--- src/sv/lbps_pkg.sv ---
// Package for the LED blink pattern sequencer.
// Holds the transaction payload types, register indexes and mode codes.
// No dependencies.
`default_nettype none

package lbps_pkg;

	localparam int SHOT_FIELDS = 6;
	localparam int FIELD_BITS  = 16;
	localparam int REP_REGS    = 6;

	localparam logic [2:0] REG_MODE     = 3'd0;
	localparam logic [2:0] REG_INVERT   = 3'd1;
	localparam logic [2:0] REG_REP_ON1  = 3'd2;
	localparam logic [2:0] REG_REP_OFF3 = 3'd7;

	localparam logic [2:0] MODE_OFF     = 3'd0;
	localparam logic [2:0] MODE_ON      = 3'd1;
	localparam logic [2:0] MODE_REP1    = 3'd2;
	localparam logic [2:0] MODE_REP2    = 3'd3;
	localparam logic [2:0] MODE_REP3    = 3'd4;

	localparam logic OP_TICK = 1'b0;
	localparam logic OP_LOAD = 1'b1;

	typedef struct packed {
		logic        op;
		logic [2:0]  shot_count;
		logic [15:0] dur_a;
		logic [15:0] dur_b;
		logic [15:0] dur_c;
		logic [15:0] dur_d;
		logic [15:0] dur_e;
		logic [15:0] dur_f;
	} in_item_t;

	typedef struct packed {
		logic led_pin;
		logic shot_active;
	} out_item_t;

endpackage

`default_nettype wire

--- src/sv/led_blink_pattern_sequencer.sv ---
// LED blink pattern sequencer top level.
// Uses lbps_pkg for payload types, register indexes and mode codes.
//
// Usage: each input transaction is either a time tick (one millisecond) or a
// one-shot load carrying up to six on/off durations. Every input transaction
// yields exactly one output transaction with the pin level and a flag that
// is high while a one-shot decides the level. Registers (mode, invert and
// the six repeat durations) are written over cfg_we/cfg_index/cfg_data
// while no transaction is in flight; the user must keep to this, as the
// block does not enforce it. An accepted input is registered, evaluated
// against the time base and one-shot breakpoints, and registered into
// out_valid/out_data when it advances; out_stall can hold it in between.
// Throughput: one transaction per cycle unless out_stall holds the output;
// the time base and breakpoint compares lie between the input and result
// registers; one-shot breakpoint sums are formed before the input register.
// Reset clears the mode, invert, repeat durations, time base and one-shot
// length; no transaction is pending. When out_stall holds the output, the
// input register still takes one more transaction, then in_stall rises.
`default_nettype none

module led_blink_pattern_sequencer #(
	parameter int MAX_STEPS = 6,
	parameter int DUR_BITS  = 16
) (
	input  wire                  clk,
	input  wire                  arst_n,
	input  wire                  in_valid,
	output logic                 in_stall,
	input  wire lbps_pkg::in_item_t in_data,
	output logic                 out_valid,
	input  wire                  out_stall,
	output lbps_pkg::out_item_t  out_data,
	input  wire                  cfg_we,
	input  wire [2:0]            cfg_index,
	input  wire [15:0]           cfg_data
);

	localparam int LIMIT = (MAX_STEPS < lbps_pkg::SHOT_FIELDS) ? MAX_STEPS
		: lbps_pkg::SHOT_FIELDS;
	localparam int LW = $clog2(LIMIT + 1);
	localparam int MW = DUR_BITS + 3;
	localparam int EW = DUR_BITS + 4;
	localparam logic [EW-1:0] ELAPSED_MAX = '1;

	logic [2:0]           mode_q;
	logic                 invert_q;
	logic [15:0]          rep_dur_q  [lbps_pkg::REP_REGS];
	logic [MW-1:0]        rep_mark_q [lbps_pkg::REP_REGS];

	logic [EW-1:0]        elapsed_q;
	logic [MW-1:0]        shot_marks_q [LIMIT];
	logic [LW-1:0]        shot_len_q;

	logic                 valid_s1;
	logic                 op_s1;
	logic [LW-1:0]        len_s1;
	logic [MW-1:0]        marks_s1 [LIMIT];

	logic                 out_valid_q;
	lbps_pkg::out_item_t  out_data_q;

	logic                 in_accept;
	logic                 advance;
	logic                 rep_mode;
	logic [2:0]           rep_sel;

	logic [MW-1:0]        dur_ext   [lbps_pkg::SHOT_FIELDS];
	logic [MW-1:0]        prefix    [LIMIT];
	logic [MW-1:0]        marks_in  [LIMIT];
	logic [LW-1:0]        len_in;
	logic [LW-1:0]        count_c;
	logic [MW-1:0]        rep_gap;
	logic                 append;

	logic [EW-1:0]        t_now;
	logic [MW-1:0]        marks_cur [LIMIT];
	logic [LW-1:0]        len_cur;
	logic [MW-1:0]        shot_last;
	logic                 shot_par;
	logic [MW-1:0]        rep_last;
	logic                 rep_par;
	logic [2:0]           rep_n;
	logic                 lit;
	logic                 active;
	logic [EW-1:0]        elapsed_d;
	logic [LW-1:0]        shot_len_d;

	function automatic logic [MW-1:0] dur_mask(input logic [15:0] v);
		logic [DUR_BITS-1:0] d;
		d = DUR_BITS'(v);
		return MW'(d);
	endfunction

	assign rep_mode  = (mode_q >= lbps_pkg::MODE_REP1) && (mode_q <= lbps_pkg::MODE_REP3);
	assign rep_sel   = cfg_index - lbps_pkg::REG_REP_ON1;
	assign advance   = valid_s1 && (!out_valid_q || !out_stall);
	assign in_stall  = valid_s1 && !advance;
	assign in_accept = in_valid && !in_stall;
	assign out_valid = out_valid_q;
	assign out_data  = out_data_q;

	// breakpoints of a one-shot load, formed ahead of the input register
	always_comb begin
		dur_ext[0] = dur_mask(in_data.dur_a);
		dur_ext[1] = dur_mask(in_data.dur_b);
		dur_ext[2] = dur_mask(in_data.dur_c);
		dur_ext[3] = dur_mask(in_data.dur_d);
		dur_ext[4] = dur_mask(in_data.dur_e);
		dur_ext[5] = dur_mask(in_data.dur_f);
		count_c = (in_data.shot_count > 3'(LIMIT)) ? LW'(LIMIT) : LW'(in_data.shot_count);
		unique case (mode_q)
			lbps_pkg::MODE_REP1: rep_gap = dur_mask(rep_dur_q[1]);
			lbps_pkg::MODE_REP2: rep_gap = dur_mask(rep_dur_q[3]);
			lbps_pkg::MODE_REP3: rep_gap = dur_mask(rep_dur_q[5]);
			default:             rep_gap = '0;
		endcase
		append = count_c[0] && rep_mode && (int'(count_c) < LIMIT);
		prefix[0] = dur_ext[0];
		for (int i = 1; i < LIMIT; i++) begin
			prefix[i] = prefix[i-1] + dur_ext[i];
		end
		marks_in[0] = prefix[0];
		for (int i = 1; i < LIMIT; i++) begin
			marks_in[i] = (append && int'(count_c) == i) ? prefix[i-1] + rep_gap : prefix[i];
		end
		len_in = append ? count_c + LW'(1) : count_c;
	end

	// evaluate one transaction against the time base
	always_comb begin
		t_now = (op_s1 == lbps_pkg::OP_LOAD) ? '0
			: (elapsed_q == ELAPSED_MAX) ? elapsed_q : elapsed_q + EW'(1);
		len_cur = (op_s1 == lbps_pkg::OP_LOAD) ? len_s1 : shot_len_q;
		for (int i = 0; i < LIMIT; i++) begin
			marks_cur[i] = (op_s1 == lbps_pkg::OP_LOAD) ? marks_s1[i] : shot_marks_q[i];
		end
		shot_last = '0;
		shot_par  = 1'b0;
		for (int i = 0; i < LIMIT; i++) begin
			if (LW'(i + 1) == len_cur) begin
				shot_last = marks_cur[i];
			end
			if (LW'(i) < len_cur && EW'(marks_cur[i]) <= t_now) begin
				shot_par = !shot_par;
			end
		end
		unique case (mode_q)
			lbps_pkg::MODE_REP1: rep_n = 3'd2;
			lbps_pkg::MODE_REP2: rep_n = 3'd4;
			lbps_pkg::MODE_REP3: rep_n = 3'd6;
			default:             rep_n = 3'd0;
		endcase
		rep_last = '0;
		rep_par  = 1'b0;
		for (int i = 0; i < lbps_pkg::REP_REGS; i++) begin
			if (3'(i + 1) == rep_n) begin
				rep_last = rep_mark_q[i];
			end
			if (3'(i) < rep_n && EW'(rep_mark_q[i]) <= t_now) begin
				rep_par = !rep_par;
			end
		end
		lit        = 1'b0;
		active     = 1'b0;
		elapsed_d  = t_now;
		shot_len_d = len_cur;
		priority if (len_cur != '0) begin
			active = 1'b1;
			if (t_now >= EW'(shot_last)) begin
				shot_len_d = '0;
				elapsed_d  = '0;
			end else begin
				lit = !shot_par;
			end
		end else if (mode_q == lbps_pkg::MODE_ON) begin
			lit = 1'b1;
		end else if (rep_mode) begin
			if (t_now >= EW'(rep_last)) begin
				elapsed_d = '0;
			end else begin
				lit = !rep_par;
			end
		end else begin
			lit = 1'b0;
		end
	end

	always_ff @(posedge clk or negedge arst_n) begin
		if (!arst_n) begin
			mode_q      <= lbps_pkg::MODE_OFF;
			invert_q    <= 1'b0;
			elapsed_q   <= '0;
			shot_len_q  <= '0;
			valid_s1    <= 1'b0;
			out_valid_q <= 1'b0;
			for (int i = 0; i < lbps_pkg::REP_REGS; i++) begin
				rep_dur_q[i]  <= '0;
				rep_mark_q[i] <= '0;
			end
		end else begin
			if (in_accept) begin
				valid_s1 <= 1'b1;
			end else if (advance) begin
				valid_s1 <= 1'b0;
			end
			if (advance) begin
				out_valid_q <= 1'b1;
			end else if (!out_stall) begin
				out_valid_q <= 1'b0;
			end
			if (cfg_we) begin
				unique case (cfg_index)
					lbps_pkg::REG_MODE: begin
						mode_q <= cfg_data[2:0];
						if (cfg_data[2:0] >= lbps_pkg::MODE_REP1
							&& cfg_data[2:0] <= lbps_pkg::MODE_REP3) begin
							elapsed_q <= '0;
						end else begin
							shot_len_q <= '0;
						end
					end
					lbps_pkg::REG_INVERT: begin
						invert_q <= cfg_data[0];
					end
					default: begin
						rep_dur_q[rep_sel] <= cfg_data;
						// shift every running sum from the written entry on
						for (int i = 0; i < lbps_pkg::REP_REGS; i++) begin
							if (3'(i) >= rep_sel) begin
								rep_mark_q[i] <= rep_mark_q[i]
									- dur_mask(rep_dur_q[rep_sel]) + dur_mask(cfg_data);
							end
						end
					end
				endcase
			end else if (advance) begin
				elapsed_q  <= elapsed_d;
				shot_len_q <= shot_len_d;
			end
		end
	end

	always_ff @(posedge clk) begin
		if (in_accept) begin
			op_s1  <= in_data.op;
			len_s1 <= len_in;
			for (int i = 0; i < LIMIT; i++) begin
				marks_s1[i] <= marks_in[i];
			end
		end
		if (advance) begin
			out_data_q.led_pin     <= lit ^ invert_q;
			out_data_q.shot_active <= active;
			if (op_s1 == lbps_pkg::OP_LOAD) begin
				for (int i = 0; i < LIMIT; i++) begin
					shot_marks_q[i] <= marks_s1[i];
				end
			end
		end
	end

endmodule

`default_nettype wire

--- config.mk ---
export PLATFORM = sky130hd
export DESIGN_NAME = led_blink_pattern_sequencer
export DESIGN_NICKNAME = d
export VERILOG_FILES = /design/src/sv/lbps_pkg.sv /design/src/sv/led_blink_pattern_sequencer.sv
export SDC_FILE = /design/constraint.sdc
export NUM_CORES = 2
export LEC_CHECK = 0
export ABC_CLOCK_PERIOD_IN_PS = 5610
export BUFFER_PORTS_ARGS = -buffer_cell sky130_fd_sc_hd__buf_2
export CAP_MARGIN = 20
export CORE_UTILIZATION = 50
export CTS_CLUSTER_DIAMETER = 30
export CTS_CLUSTER_SIZE = 24
export DETAILED_ROUTE_END_ITERATION = 10
export PLACE_DENSITY = 0.66
export SLEW_MARGIN = 20
export SYNTH_ARGS = -nofsm -noshare
export SYNTH_HDL_FRONTEND = slang
export SYNTH_SLANG_ARGS = --single-unit
--- constraint.sdc ---
create_clock -name clk -period 5.61 [get_ports clk]
set_input_delay 1.122 -clock clk [delete_from_list [all_inputs] [get_ports clk]]
set_output_delay 1.122 -clock clk [all_outputs]
set_load 0.005 [all_outputs]
Word-level counts from Yosys, hierarchy flattened
Memory sizes are Yosys's and may differ from the RTL's.
Index checks and enable logic that the tools add are counted.
{ "word_totals": {"regBits": 245, "mem_bits_rw": 228, "input_bits": 124, "out_inout_bits": 4, "elab_cells": 255, "mem_count": 2} }
{ "memory_table": {"columns": ["memory", "words", "width", "read_ports", "rd_ports_with_merged_regs", "wr", "line", "rtl"], "rows": [
  ["marks_s1", 6, 19, 6, 0, 6, "led_blink_pattern_sequencer.sv:57", "logic [MW-1:0] marks_s1 [LIMIT];"],
  ["shot_marks_q", 6, 19, 6, 0, 6, "led_blink_pattern_sequencer.sv:51", "logic [MW-1:0] shot_marks_q [LIMIT];"]
]} }
{ "op_classes": {"n_addsub": 25, "order_cmp": 40, "eq_ne": 27, "muxes": 78, "bitwise": 3, "reduce_logical": 58} }
{ "ops": {"columns": ["operator", "n"], "rows": [
  ["19-bit 2-to-1 mux", 23],
  ["19-bit by 20-bit <= comparator with 1-bit output", 12],
  ["20-bit 2-to-1 mux", 11],
  ["19-bit by 16-bit adder with 19-bit output", 8],
  ["19-bit by 16-bit subtractor with 19-bit output", 6],
  ["96-bit bitwise mux", 1],
  ["16-bit binary-select mux with 3-bit select", 1],
  ["16-bit demux with 3-bit select", 1],
  ["16-bit 2-to-1 mux", 3],
  ["16-bit one-hot mux with 3 select lines", 1],
  ["20-bit by 19-bit greater-or-equal comparator with 1-bit output", 2],
  ["19-bit adder", 2],
  ["1-bit 2-to-1 mux", 27],
  ["3-bit 2-to-1 mux", 9],
  ["1-bit logical AND", 25],
  ["3-bit AND reduction", 8],
  ["20-bit by 1-bit adder with 20-bit output (second input constant)", 1],
  ["20-bit == test (second input constant)", 1],
  ["16-bit by 19-bit adder with 19-bit output", 1],
  ["17-bit by 19-bit adder with 19-bit output", 1],
  ["18-bit by 16-bit adder with 19-bit output", 1],
  ["18-bit by 19-bit adder with 19-bit output", 1],
  ["17-bit by 16-bit adder with 18-bit output", 1],
  ["3-bit == test (first input constant)", 6],
  ["33 further kinds", 78]
]} }

Logic depth before layout (Yosys ltp)
{ "logic_depth": {"depth_word": 22, "depth_mapped": 36, "depth_no_buf": 36} }

Worst setup path after synthesis
OpenSTA, ideal clock, no wires.
{ "synth_path": {"path_type": "input to register", "startpoint": "input port in_data[64] in the netlist's numbering", "endpoint": "memory marks_s1[5][18] in the netlist's numbering, data pin", "setup_ps": 258, "t_arrival_ps": 6870, "t_required_ps": 5352, "path_slack_ps": -1517, "path_stages": 32, "n_path_buf": 0, "path_cell_list": "ha_1 > inv_1 > fa_1 > inv_1 > ha_1 > a21o_1 > a21o_1 > a21oi_1 > nor2b_1 > o21ai_0 > nand2b_1 > a211oi_1 > nor2_1 > ha_1 > or4_1 > o22ai_1 > xnor2_1 > ha_1 > a21oi_1 > o21ai_0 > xnor2_1 > ha_1 > nand3_1 > a211oi_1 > nor2_1 > a21oi_1 > nand2_1 > o21ai_1 > nand3_1 > a21oi_1 > nand2_1 > xnor2_1"} }
{ "synth_lines": {"columns": ["item", "line", "rtl"], "rows": [
  ["start, declared", "led_blink_pattern_sequencer.sv:29", "input wire lbps_pkg::in_item_t in_data,"],
  ["end, declared", "led_blink_pattern_sequencer.sv:57", null]
]} }

==> out/metrics.yaml <==
global_routing:
  antenna_found_initial: 6
  grt_overflow: 0
  grt_max_degree: 105
  grt_pass1_vias: 32957
  gr-usage-all-layers: 0.327
  grt_first_pass_wirelength_mm: 193
sta:
  final_hold_viol_count: 0
  whs_ps: 438
  period_needed_ps: 6690
  setup_ws_ps: -1080
  finalMaxSlewViolations: 0
  fin_skew_ps: 105
  slew-limit-headroom: 0.223
  setup_viol: 16
  max_freq_mhz: 150
  worst_slew_pin_slew_ps: 1160
  rsz0062_at_grt: "true"
  min_period_over_period: 1.19
worst_setup_path:
  end_kind: "flip-flop"
  worstPathArrival_ps: 7050
  reg2reg_from: "elapsed_q[1]$_DFFE_PN0P_"
  rr_worst_depth: 25
  crit_required_ps: 5980
  crit_start: "in_data[80]"
  crit_type: "input pin to flip-flop"
  critPathMaxFanout: 3
  cp_slowest_cell: "fa_2"
  worstSetupStartpointType: "input pin"
  crit_top_cell: "ha_1"
  cpPeakStageDelay_ps: 410
worst_hold_path:
  min_from: "marks_s1[3][16]$_DFFE_PP_"
  hold_class: "flip-flop to flip-flop"
  min_path_cells: 0
clock_tree:
  postCtsHoldBufs: 0
  clock-root-buffer: "clkbuf_16"
  clkSinkCount: 461
  clock_latency_ps: 710
  clk_path_buf_depth: 3
  cts_tree: "done"
  path_clk_slew_ps: 50
  cts_buffers: 112
  htreeDepth: 3
logic_synthesis:
  synth_compound_area_frac: 0.146
  synth_cell_types: 89
  synth_top_area_share: 0.171
  synth_nets: 4751
  ys_seq_area_frac: 0.325
  synth_area_sq_um: 38900
  synth_edf_count: 222
  synth-simple-area-share: 0.118
  yosysWarnings: 0
  synthCells: 4025
  synth.area.top_cells: "edfxtp_1 (17%), ha_1 (16%), dfrtp_1 (15%)"
  ys.flop_type: "dfrtp_1"
  synthArstFlopShare: 0.518
  synth_xor_area_frac: 0.0524
  avgSynthCellArea_sq_um: 9.66
  synth_fa_ha_area_frac: 0.214
  synth-seq-cells: 461
  yosysTopAreaCell: "edfxtp_1"
  synth_mux_area_frac: 0.0952
  synth_top_family_by_area: "adder cells"
die:
  die_h_um: 281
  die-area_sq_um: 78900
  start_util: 0.509
  core_area_sq_um: 76500
  io_pins: 128
  die_x_um: 281
  rows: 101
placement:
  io_buffers: 127
  dpl_cell_area_sq_um: 44800
  routabilityCongestion: 0.988
  placed_cells: 5611
  dp_hpwl_mm: 97.4
power:
  p_leak_nw: 23.1
  power_mw: 34.0
  power.density_nw_per_um2: 676
  irDropWorstVdd_v: 0.000809
layout:
  stdcell_area_sq_um: 50300
  final_cell_mix: "buf_4 (546), ha_1 (474), inv_1 (406)"
  stdcell_count: 5878
  finish.utilization: 0.658
  fin_nets: 5468
  drive_gt1_frac: 0.273
  syn_to_final_growth_pct: 29.4
  final_common_cell: "buf_4"
route:
  route.met2.wl_mm: 57.4
  first_iter_violations: 3051
  drc_errors: 0
  met3WireLength_mm: 11.9
  routed.top_layer: "met5"
  route.vias.total: 33878
  avgViaCountPerCell: 5.76
  wire_per_inst_um: 22.1
  drt_first_pass_iters: 6
  ant_nets: 0
  wl_mm: 130
  wl_met1_mm: 55.9
status:
  violations: "setup timing"
  status: "finished with violations"
job:
  drv_cap: 0
-- per-layer routing --
| layer | up-vias | GRT usage |
|---|---|---|
| met3 | 314 | 0.0784 |
| met2 | 1383 | 0.499 |
| met4 | 6 | 0.120 |
| li1 | 15857 | - |
| met5 | - | 0 |
| met1 | 16318 | 0.449 |
-- Yosys cell counts, types with 12 or more instances --
library cell    n
ha_1          499
inv_1         417
nand2_1       372
o21ai_0       274
a21oi_1       259
dfrtp_1       239
nor2_1        225
edfxtp_1      222
mux2_2        182
xnor2_1       132
fa_1          103
mux2i_1       103
xor2_1         93
clkbuf_1       91
a21o_1         77
nor3_1         74
nand3_1        69
nand4_1        51
nor2b_1        50
nand2b_1       40
o21a_1         36
o21ai_1        34
a211oi_1       33
mux4_2         27
a22o_1         25
and3_1         25
or3_1          24
o31ai_1        19
a31oi_1        18
o211ai_1       16
and2_1         13
nor4_1         13
o21bai_1       13
a2111oi_0      12
-- cells by family after synthesis --
kind of cell	after synthesis
buffers and inverters	520
and+or+nand+nor	986
xor gates and xnor gates	228
muxes	313
DFF	461
AOI/OAI and AO/OA	915
adders and majority gates	602
-- layout make-up --
| class | count | area [sq um] |
|---|---|---|
| antenna | 7 | 17.5 |
| timing repair buffer | 705 | 5260 |
| inverter | 418 | 1580 |
| multi-input combinational | 3044 | 25500 |
| fill | 6097 | 26200 |
| tap | 1030 | 1290 |
| sequential | 461 | 12600 |
| clock inverter | 78 | 1020 |
| clock buffer | 135 | 2960 |
-- state kept, by name (all words and copies together) (netlist names) --
| register | flops |
|---|---|
| mode_q | 3 |
| invert_q | 1 |
| elapsed_q | 20 |
| out_valid | 1 |
| rep_dur_q | 96 |
| valid_s1 | 1 |
| shot_len_q | 3 |
| len_s1 | 3 |
| rep_mark_q | 114 |
| out_data | 2 |
| marks_s1 | 108 |
| op_s1 | 1 |
| shot_marks_q | 108 |
-- report_power, final --
group          internal, mW  switching, mW
combinational          10.5           10.9
sequential             4.94          0.840
clock                  4.55           2.23
-- per-stage QoR --
step / TNS (ps) / worst slack (ps)
CTS: -6260 / -795
detailed placement: -29430 / -1690
floorplan: -12820 / -1300
finish: -9240 / -1080
global placement: -27250 / -1630
global route: -12420 / -1200
-- worst max-delay path, delay by kind of cell --
family,cells,cell delay (ps)
AO/OA/AOI/OAI,10,2390
adder cells (fa/ha/maj),5,1410
XOR/XNOR,5,1040
AND/OR/NAND/NOR,5,660
buffers and inverters,4,420
-- path summary, 6_finish.rpt --
path | to | slack [ps]
worst max register to register | out_data[1]$_DFFE_PP_ | 320
max in group asynchronous | elapsed_q[10]$_DFFE_PN0P_ | 3830
worst min-delay path | shot_marks_q[3][16]$_DFFE_PP_ | 440
worst max-delay path | marks_s1[5][18]$_DFFE_PP_ | -1080
min in group asynchronous | rep_dur_q[41]$_DFFE_PN0P_ | 510
worst min register to register | shot_marks_q[3][16]$_DFFE_PP_ | 440
-- timing repair --
item	4_1_cts	5_1_grt
endpoints found under the setup margin	20	23
pin swaps	64	49
buffers inserted	37	16
gates resized for setup	98	121
Note: power is estimated with default switching activity, not from simulation.
